### src/rtl/sdrc_pkg.sv
// shared types, constants and defaults for the ship/drrip replacement core
package sdrc_pkg;

	// default geometry
	localparam int unsigned SETS_DEF        = 2048;
	localparam int unsigned WAYS_DEF        = 16;
	localparam int unsigned SIG_ENTRIES_DEF = 4096;

	// item field widths
	localparam int unsigned SET_IN_W  = 11;
	localparam int unsigned WAY_IN_W  = 4;
	localparam int unsigned PC_W      = 64;
	localparam int unsigned S_DATA_W  = 80;
	localparam int unsigned M_DATA_W  = 8;
	localparam int unsigned THR_W     = 3;
	localparam int unsigned SEL_W     = 10;
	localparam int unsigned BIM_W     = 6;
	localparam int unsigned SC_W      = 3;
	localparam int unsigned RRPV_W    = 2;

	// re-reference values
	localparam logic [RRPV_W-1:0] RRPV_MAX  = 2'd3;
	localparam logic [RRPV_W-1:0] RRPV_NEAR = 2'd2;
	localparam logic [RRPV_W-1:0] RRPV_HOT  = 2'd0;

	// signature counters
	localparam logic [SC_W-1:0] SIG_TOP   = 3'd7;
	localparam logic [SC_W-1:0] SIG_START = 3'd4;
	localparam logic [SC_W-1:0] SIG_ZERO  = 3'd0;

	// set dueling
	localparam logic [SEL_W-1:0] SEL_TOP   = 10'd1023;
	localparam logic [SEL_W-1:0] SEL_MID   = 10'd511;
	localparam logic [SEL_W-1:0] SEL_ZERO  = 10'd0;
	localparam logic [5:0]       LEAD_SRRIP = 6'd0;
	localparam logic [5:0]       LEAD_BRRIP = 6'd1;

	localparam logic [BIM_W-1:0] BIM_ZERO  = 6'd0;
	localparam logic [THR_W-1:0] THR_RESET = 3'd5;

	// pc hash shifts
	localparam int unsigned HASH_SH1 = 13;
	localparam int unsigned HASH_SH2 = 23;

	typedef enum logic {
		OP_VICTIM = 1'b0,
		OP_UPDATE = 1'b1
	} op_t;

	// controller to datapath
	typedef struct packed {
		logic fetch;   // capture item and read both memories
		logic commit;  // write back row, counter and training state
		logic clear;   // clearing pass write
	} cmd_t;

	// datapath to controller
	typedef struct packed {
		logic victim_req;  // item in execute produces a result
	} sts_t;

endpackage

### src/rtl/sdrc_ctrl.sv
// controller: clearing pass, item sequencing and output register valid
module sdrc_ctrl #(
	parameter int unsigned CLR_DEPTH = sdrc_pkg::SIG_ENTRIES_DEF,
	parameter int unsigned CLR_W     = $clog2(CLR_DEPTH)
) (
	input  logic                clk,
	input  logic                arst_n,
	input  logic                s_tvalid,
	output logic                s_tready,
	output logic                m_tvalid,
	input  logic                m_tready,
	input  sdrc_pkg::sts_t      sts,
	output sdrc_pkg::cmd_t      cmd,
	output logic [CLR_W-1:0]    clr_addr
);

	typedef enum logic [2:0] {
		ST_CLEAR = 3'b001,
		ST_IDLE  = 3'b010,
		ST_EXEC  = 3'b100
	} state_t;

	state_t           state_q;
	logic [CLR_W-1:0] clr_q;
	logic             m_valid_q;
	logic             out_free;
	logic             go;

	assign out_free = !m_valid_q || m_tready;
	assign s_tready = (state_q == ST_IDLE);
	assign m_tvalid = m_valid_q;
	assign clr_addr = clr_q;

	// a victim item waits in execute until the output register can take it
	assign go = (state_q == ST_EXEC) && (!sts.victim_req || out_free);

	always_comb begin
		cmd.fetch  = s_tvalid && (state_q == ST_IDLE);
		cmd.commit = go;
		cmd.clear  = (state_q == ST_CLEAR);
	end

	always_ff @(posedge clk or negedge arst_n) begin
		if (!arst_n) begin
			state_q   <= ST_CLEAR;
			clr_q     <= '0;
			m_valid_q <= 1'b0;
		end else begin
			if (go && sts.victim_req) begin
				m_valid_q <= 1'b1;
			end else if (m_tready) begin
				m_valid_q <= 1'b0;
			end
			unique case (state_q)
				ST_CLEAR: begin
					clr_q <= clr_q + 1'b1;
					if (clr_q == CLR_W'(CLR_DEPTH - 1)) begin
						state_q <= ST_IDLE;
					end
				end
				ST_IDLE: begin
					if (s_tvalid) begin
						state_q <= ST_EXEC;
					end
				end
				ST_EXEC: begin
					if (go) begin
						state_q <= ST_IDLE;
					end
				end
				default: begin
					state_q <= ST_CLEAR;
				end
			endcase
		end
	end

endmodule

### config.mk
export PLATFORM = sky130hd
export DESIGN_NAME = sdrc_ctrl
export DESIGN_NICKNAME = d
export VERILOG_FILES = /design/src/rtl/sdrc_pkg.sv /design/src/rtl/sdrc_ctrl.sv
export SDC_FILE = /design/constraint.sdc
export NUM_CORES = 1
export LEC_CHECK = 0
export ABC_CLOCK_PERIOD_IN_PS = 4130
export BUFFER_PORTS_ARGS = -buffer_cell sky130_fd_sc_hd__buf_2
export CORE_MARGIN = 3
export CORE_UTILIZATION = 35
export CTS_CLUSTER_DIAMETER = 200
export DETAILED_ROUTE_END_ITERATION = 10
export GPL_TIMING_DRIVEN = 0
export HOLD_SLACK_MARGIN = 0.06
export SETUP_SLACK_MARGIN = 0.2
export SLEW_MARGIN = 30
export SYNTH_ARGS = -nofsm -noshare
export SYNTH_HDL_FRONTEND = slang
export SYNTH_SLANG_ARGS = --single-unit
### constraint.sdc
create_clock -name clk -period 4.13 [get_ports clk]
set_input_delay 0.2065 -clock clk [delete_from_list [all_inputs] [get_ports clk]]
set_output_delay 0.2065 -clock clk [all_outputs]
set_load 0.005 [all_outputs]
# After elaboration in Yosys (flattened, before gate mapping)

Index checks and enable logic that the tools add are counted.

Add/subtract/negate cells: 1
Eq/ne operators: 7
Muxes and demuxes: 6
Reduce and logical (&&, ||, !) cells: 9

Operators with widths:

| kind                                                   | count |
|---|---|
| adder 12 x 1 -> 12 bit (second input constant)         | 1 |
| == test 12 bit (second input constant)                 | 1 |
| 2-to-1 mux 3 bit                                       | 3 |
| one-hot mux 3 bit (3 select lines)                     | 1 |
| inequality test 2 bit (second input constant)          | 2 |
| == test 3 x 1 -> 1 bit (second input constant)         | 1 |
| == test 3 x 2 -> 1 bit (second input constant)         | 1 |
| == test 3 bit (second input constant)                  | 1 |
| logical AND 1 bit                                      | 3 |
| AND reduction 3 bit                                    | 1 |
| logical NOT 1 bit                                      | 2 |
| logical OR 1 bit                                       | 2 |
| 2-to-1 mux 1 bit                                       | 2 |
| inequality test 2 x 1 -> 1 bit (second input constant) | 1 |
| nonzero test 2 bit                                     | 1 |

Flip-flop bits (word level): 16
Bits of input ports: 5
Output and inout port bits: 17
Logic and storage cells: 26

# Depth between registers and ports, before layout

Gate-level depths: netlist (run 1).

Depth after elaboration: 6
Mapped depth: 5
Depth with buffers taken out: 4

# Worst setup path after synthesis (run 1)

OpenSTA, ideal clock, no wires.

Path kind: reg2reg
Start point: register state_q[0]
End point: register clr_q[10] (netlist: clr_addr[10])
Setup time: 0.079 ns
Data arrival time: 1.458 ns
Required time: 4.051 ns
Slack: 2.593 ns
Stages on the path, launching flop included: 5
Path buffers: 1
Period minus slack after synthesis: 1.537 ns
Cells stage by stage: dfstp_2 -> or3b_1 -> buf_6 -> nor4_4 -> xor2_1

Longest elaborated chain between the ends: 1

Ends and longest elaborated chain:

| item                     | RTL line        | text |
|---|---|---|
| start: declaration       | sdrc_ctrl.sv:23 | `state_t state_q;` |
| start signal: assignment | sdrc_ctrl.sv:45 | `state_q <= ST_CLEAR;` |
| start signal: assignment | sdrc_ctrl.sv:58 | `state_q <= ST_IDLE;` |
| start signal: assignment | sdrc_ctrl.sv:63 | `state_q <= ST_EXEC;` |
| == test 3 x 1 -> 1 bit   | sdrc_ctrl.sv:54 | `unique case (state_q)` |
| end signal: assignment   | sdrc_ctrl.sv:56 | `clr_q <= clr_q + 1'b1;` |
| end: declaration         | sdrc_ctrl.sv:24 | `logic [CLR_W-1:0] clr_q;` |

No other way between the ends.
A chain may end at the register's enable or synchronous reset.

==> results of run 1 <==
layout make-up:
type	instances	share of cell area
tap	27	0.0344
clock buffer	4	0.0369
buffer	2	0.0191
inverter	3	0.0115
sequential	16	0.408
timing repair buffer	22	0.117
multi-input combinational	52	0.373
cell families (layout without fill, tap and decap cells):
kind of cell | Yosys count | in the layout | synth area share
AO/OA/AOI/OAI | 3 | 3 | 0.0298
XOR/XNOR | 12 | 12 | 0.132
adder cells (fa/ha/maj) | 1 | 1 | 0.0157
buffers and inverters | 5 | 31 | 0.0376
flip-flops | 16 | 16 | 0.503
AND/OR/NAND/NOR | 36 | 36 | 0.282
power breakdown:
part / internal [mW] / switching (mW) / leakage [nW]
sequential: 0.157 / 0.0000000000000000125 / 0.210
combinational: 0.00207 / 0.00360 / 0.266
clock: 0.0536 / 0.0472 / 0.0210
total: 0.212 / 0.0508 / 0.497
what timing repair did:
item / 4_1_cts / 5_1_grt
endpoints found under the hold margin: 15 / 0
setup buffers: 0 / 0
hold buffers: 1 / 0
cell usage in the layout (no fill, tap or decap), types with 2 or more instances in the layout:
cell / instances
dfrtp_1: 15
nor4_4: 2
clkbuf_4: 3
xnor2_1: 4
nand4_1: 2
nand2_1: 9
nor4_1: 2
nand3_1: 5
nor3_1: 3
xor2_1: 8
nor2b_1: 2
inv_1: 3
buf_2: 21
nor3b_1: 2
nor2_1: 4
worst paths after layout:
path | depth (start not counted) | to | from | slack, ns
worst max-delay path | 4 | cmd[0] | state_q[0]$_DFFE_PN1P_ | 2.29
worst min-delay path | 2 | m_tvalid$_DFFE_PN0P_ | m_tready | 0.13
worst max register to register | 4 | clr_addr[9]$_DFFE_PN0P_ | state_q[0]$_DFFE_PN1P_ | 2.50
worst min register to register | 1 | clr_addr[10]$_DFFE_PN0P_ | clr_addr[10]$_DFFE_PN0P_ | 0.50
max in group asynchronous | 2 | state_q[0]$_DFFE_PN1P_ | arst_n | 3.47
min in group asynchronous | 2 | clr_addr[5]$_DFFE_PN0P_ | arst_n | 0.36
stage by stage:
step | power (mW) | instances
after detailed placement | 0.165 | 121
after CTS | 0.268 | 126
after global placement | 0.165 | 121
final | 0.263 | 126
after global routing | 0.276 | 126
after floorplan | 0.160 | 73
layer usage:
metal  share of wire  global-route usage
met2            0.47               0.194
met4           0.012              0.0766
met5               0                   0
met3           0.048              0.0249
met1            0.47               0.162
sequential cells by signal, indices dropped and copies added, names as in the netlist:
name,cells
state_q,3
m_tvalid,1
clr_addr,12
critical path, cell delays in order, from the launching register on:
cell	delay, ns
dfstp_2	0.58
or3b_1	0.36
buf_6	0.16
inv_1	0.12
buf_2	0.13
==> impl_metrics.csv, run 1 <==
group,metric,value,unit
status,status,"finished clean",
final_layout,post_route_cells_drive_above_1_share,0.313,
placed_design,place_hpwl,1170,µm
drt,antenna_left,0,
synthesis,synthFlopType,"dfrtp_1",
timing,final.setup.tns,0,ns
final_layout,multi_input_area,367,µm²
drt,viasPerCell,4.76,
worst_setup_path,required,3.92,ns
placed_design,globalplace.congestion,0.751,
synthesis,synth_nets,79,
power_and_ir_drop,p_leak,0.497,nW
worst_setup_path,critPathCaptureType,"output pin",
cts,h-tree-depth,1,
timing,hold_ws,0.128,ns
cts,clockBufferDepth,2,
final_layout,fin_util,0.477,
grt,grt_pass1_vias,569,
drt,first_iter_violations,9,
power_and_ir_drop,p_per_area,267,nW/µm²
final_layout,n_fill_cell,208,
synthesis,yosysTopAreaCell,"dfrtp_1",
synthesis,synth-seq-cells,16,
cts,cts_resized,0,
final_layout,final_area,983,µm²
die,start_util,0.387,
die,die_x,53.8,µm
placed_design,placed_area,937,µm²
die,rows,16,
timing,finClkSkew,0.000812,ns
die,core-area,2060,µm²
drt,first_pass_iters,4,
synthesis,yosysWarnings,0,
hold_path,hold_class,"input port to register",
timing,fmax,545,MHz
synthesis,yosysSeqAreaShare,0.503,
synthesis,yosysMostFrequentCell,"dfrtp_1",
cts,path_clk_slew,0.09,ns
synthesis,synth_commonest_cells,"dfrtp_1, nand2_1, xor2_1",
final_layout,synthToLayoutAreaGrowth,23.2,%
cts,cts_made_buffers,3,
power_and_ir_drop,ir_worst_vdd,0.153,mV
drt,drt_wl_total,1500,µm
timing,setup_violations,0,
cts,cts_tree,"built",
timing,timing.final.max_slew_violations,0,
grt,grt_max_degree,17,
worst_setup_path,critPathMaxFanout,10,
placed_design,portBuffers,21,
worst_setup_path,cp.arrival,1.63,ns
synthesis,synth_area,798,µm²
drt,drc,0,
drt,vias,600,
timing,setup_slack,2.29,ns
drt,wl_per_cell,11.9,µm
timing,hold_violations,0,
grt,grtUsageTotal,0.126,
synthesis,synth_edf_count,0,
job,maxCapViolCount,0,
timing,grt_setup_unrepaired,"false",
grt,overflow,0,
grt,antenna_found_initial,0,
placed_design,dp_slack,2.52,ns
final_layout,regArea,402,µm²
timing,fin_crit,1.84,ns
cts,cts.sinks,16,
die,die_y,53.8,µm
worst_setup_path,critPathLaunchType,"register",
synthesis,syn_area_per_cell,10.9,µm²
timing,fin_crit_sh,0.445,
synthesis,synthTopCellsByArea,"dfrtp_1, xor2_1, nor4_4",
worst_setup_path,critPathKind,"register to output pin",
synthesis,synth.distinct_cells,25,
final_layout,final_nets,106,
die,dieArea,2890,µm²
synthesis,yosysTopAreaCellShare,0.470,
cts,cts_root_buf,"clkbuf_4",
final_layout,n_antenna_cell,0,
timing,tightest_slew,0.451,ns
synthesis,async_flop_share,1.00,
die,io_pins,22,
synthesis,synthCells,73,
timing,worst_slew_margin_rel,0.699,
grt,grt_pass1_wl,2580,µm
cts,clkLatencyLatePin,0.28,ns
(Power assumes the default switching activity.)
==> run 2, diff against run 1 <==
--- a/config.mk
+++ b/config.mk
@@ -5,7 +5,7 @@
 export SDC_FILE = /design/constraint.sdc
 export NUM_CORES = 1
 export LEC_CHECK = 0
-export ABC_CLOCK_PERIOD_IN_PS = 4130
+export ABC_CLOCK_PERIOD_IN_PS = 1900
 export BUFFER_PORTS_ARGS = -buffer_cell sky130_fd_sc_hd__buf_2
 export CORE_MARGIN = 3
 export CORE_UTILIZATION = 35
==> constraint.sdc (replaced) <==
create_clock -name clk -period 1.9 [get_ports clk]
set_input_delay 0.095 -clock clk [delete_from_list [all_inputs] [get_ports clk]]
set_output_delay 0.095 -clock clk [all_outputs]
set_load 0.005 [all_outputs]
==> impl_metrics.csv, run 2 (synthesis results as in run 1) <==
group,metric,value,unit
drt,wl_met2,731,µm
worst_setup_path,critPathMaxFanout,10,
cts,cts_tree,"built",
drt,antenna_left,0,
drt,met3_length,85,µm
cts,cts_root_buf,"clkbuf_4",
placed_design,dp_slack,0.288,ns
worst_setup_path,required,1.80,ns
power_and_ir_drop,p_leak,0.514,nW
drt,wl_per_cell,11.8,µm
placed_design,dp_cells,121,
die,die_y,53.8,µm
timing,fin_crit_sh,0.855,
worst_setup_path,rr_endpoint,"clr_addr[9]$_DFFE_PN0P_",
drt,drt-met1-wl,694,µm
final_layout,layout_common_cells,"buf_2, dfrtp_1, nand2_1",
hold_path,holdPathEnd,"state_q[2]$_DFFE_PN0P_",
timing,hold_violations,0,
worst_setup_path,reg2regPathDepth,4,
cts,path_clk_slew,0.09,ns
placed_design,portBuffers,21,
drt,maxUsedRoutingLayer,"met4",
drt,viasPerCell,4.85,
hold_path,hold_class,"input port to register",
drt,first_iter_violations,11,
drt,drc,0,
placed_design,place_hpwl,1170,µm
grt,grt_pass1_wl,2620,µm
timing,fin_crit,1.62,ns
final_layout,final_nets,110,
worst_setup_path,critPathKind,"register to output pin",
job,maxCapViolCount,0,
timing,timing.final.max_slew_violations,0,
grt,grtUsageTotal,0.128,
die,rows,16,
cts,h-tree-depth,1,
timing,setup_violations,0,
timing,setup_slack,0.276,ns
placed_design,globalplace.congestion,0.751,
grt,antenna_found_initial,0,
timing,final.setup.tns,0,ns
cts,clockBufferDepth,2,
grt,overflow,0,
final_layout,n_antenna_cell,0,
drt,first_pass_iters,4,
final_layout,post_route_cells_drive_above_1_share,0.340,
worst_setup_path,cp.arrival,1.53,ns
power_and_ir_drop,ir_worst_vdd,0.338,mV
die,core-area,2060,µm²
hold_path,min_from,"s_tvalid",
power_and_ir_drop,p_per_area,563,nW/µm²
timing,worst_slew_margin_rel,0.718,
final_layout,synthToLayoutAreaGrowth,28.2,%
status,status,"finished clean",
die,dieArea,2890,µm²
worst_setup_path,crit_family,"flip-flops",
cts,cts.sinks,16,
timing,tightest_slew,0.419,ns
worst_setup_path,cp_cell_sequence,"or3b_1 -> buf_6 -> inv_2 -> buf_2",
die,io_pins,22,
die,start_util,0.387,
cts,cts_made_buffers,3,
worst_setup_path,slowest_stage,"dfstp_2",
final_layout,final_common_cell,"buf_2",
timing,fmax,616,MHz
grt,grt_pass1_vias,581,
timing,grt_setup_unrepaired,"true",
worst_setup_path,critPathBufInv,3,
cts,clkLatencyLatePin,0.28,ns
drt,drt_wl_total,1530,µm
grt,grt_max_degree,17,
worst_setup_path,max_stage_delay,0.54,ns
hold_path,min_path_cells,3,
timing,finClkSkew,0.00212,ns
die,die_x,53.8,µm
worst_setup_path,timing.rr.start,"state_q[0]$_DFFE_PN1P_",
drt,vias,630,
worst_setup_path,critPathLaunchType,"register",
final_layout,largest_register_ff_count,12,
worst_setup_path,critPathCaptureType,"output pin",
final_layout,fin_cells,130,
worst_setup_path,ff2ff_setup_slack,0.32,ns
-- run 2: cell types whose count changed in the layout (fill, tap and decap cells not counted) --
cell | previous run | this run
nor3b_1 | 2 | 1
inv_1 | 3 | 2
dlygate4sd3_1 | 1 | 3
inv_2 | 0 | 1
nor3b_2 | 0 | 1
buf_4 | 1 | 3
-- run 2: power breakdown --
group / internal [mW] / switching (mW)
Sequential: 0.340 / 0.0000000000000000292
Combinational: 0.00716 / 0.00830
Clock: 0.116 / 0.104
-- run 2: worst register-to-register path: cells and delay by family (launching register included) --
family / cells / cell delay [ns]
AND/OR/NAND/NOR: 2 / 0.64
buffers and inverters: 1 / 0.16
flip-flops: 1 / 0.54
XOR/XNOR: 1 / 0.17
-- run 2: cell type report --
type                       instances  area [µm²]
fill                             207        1040
inverter                           3        11.3
multi-input combinational         52         372
buffer                             2        18.8
sequential                        16         402
tap                               27        33.8
timing repair buffer              26         150
clock buffer                       4        36.3
-- run 2: how the worst max path moves through the flow --
stage	to	start	cells after the start	slack, ns
after floorplan	clr_addr[10]$_DFFE_PN0P_	state_q[0]$_DFFE_PN1P_	4	0.36
after global placement	clr_addr[9]$_DFFE_PN0P_	state_q[0]$_DFFE_PN1P_	4	0.31
after detailed placement	clr_addr[9]$_DFFE_PN0P_	state_q[0]$_DFFE_PN1P_	4	0.29
after CTS	cmd[0]	state_q[0]$_DFFE_PN1P_	4	0.21
after global routing	cmd[2]	state_q[0]$_DFFE_PN1P_	4	0.20
final	cmd[0]	state_q[0]$_DFFE_PN1P_	4	0.28
-- run 2: metrics by stage --
stage          hold WS, ns  total power, mW  utilization  cell area [µm²]
2_1_floorplan       -0.201            0.347            -              798
3_3_place_gp        0.0258            0.358        0.454              937
3_5_place_dp        0.0273            0.358        0.454              937
4_1_cts              0.135            0.586        0.494             1020
5_1_grt              0.162            0.603        0.496             1020
6_report             0.141            0.576        0.496             1020
-- run 2: repair_timing --
item                       in CTS  in global routing
cloned                          0                  0
buffers inserted                2                  0
hold endpoints to repair       17                  0
gates resized for setup         0                  2
pin swaps                       0                  0
setup endpoints to repair       1                  2
hold buffers                    3                  0
-- run 2: per-layer routing --
| layer | vias to the layer above | global-route usage |
|---|---|---|
| li1 | 311 | - |
| met1 | 303 | 0.164 |
| met2 | 14 | 0.200 |
| met3 | 2 | 0.0249 |
| met4 | 0 | 0.0766 |
| met5 | - | 0 |
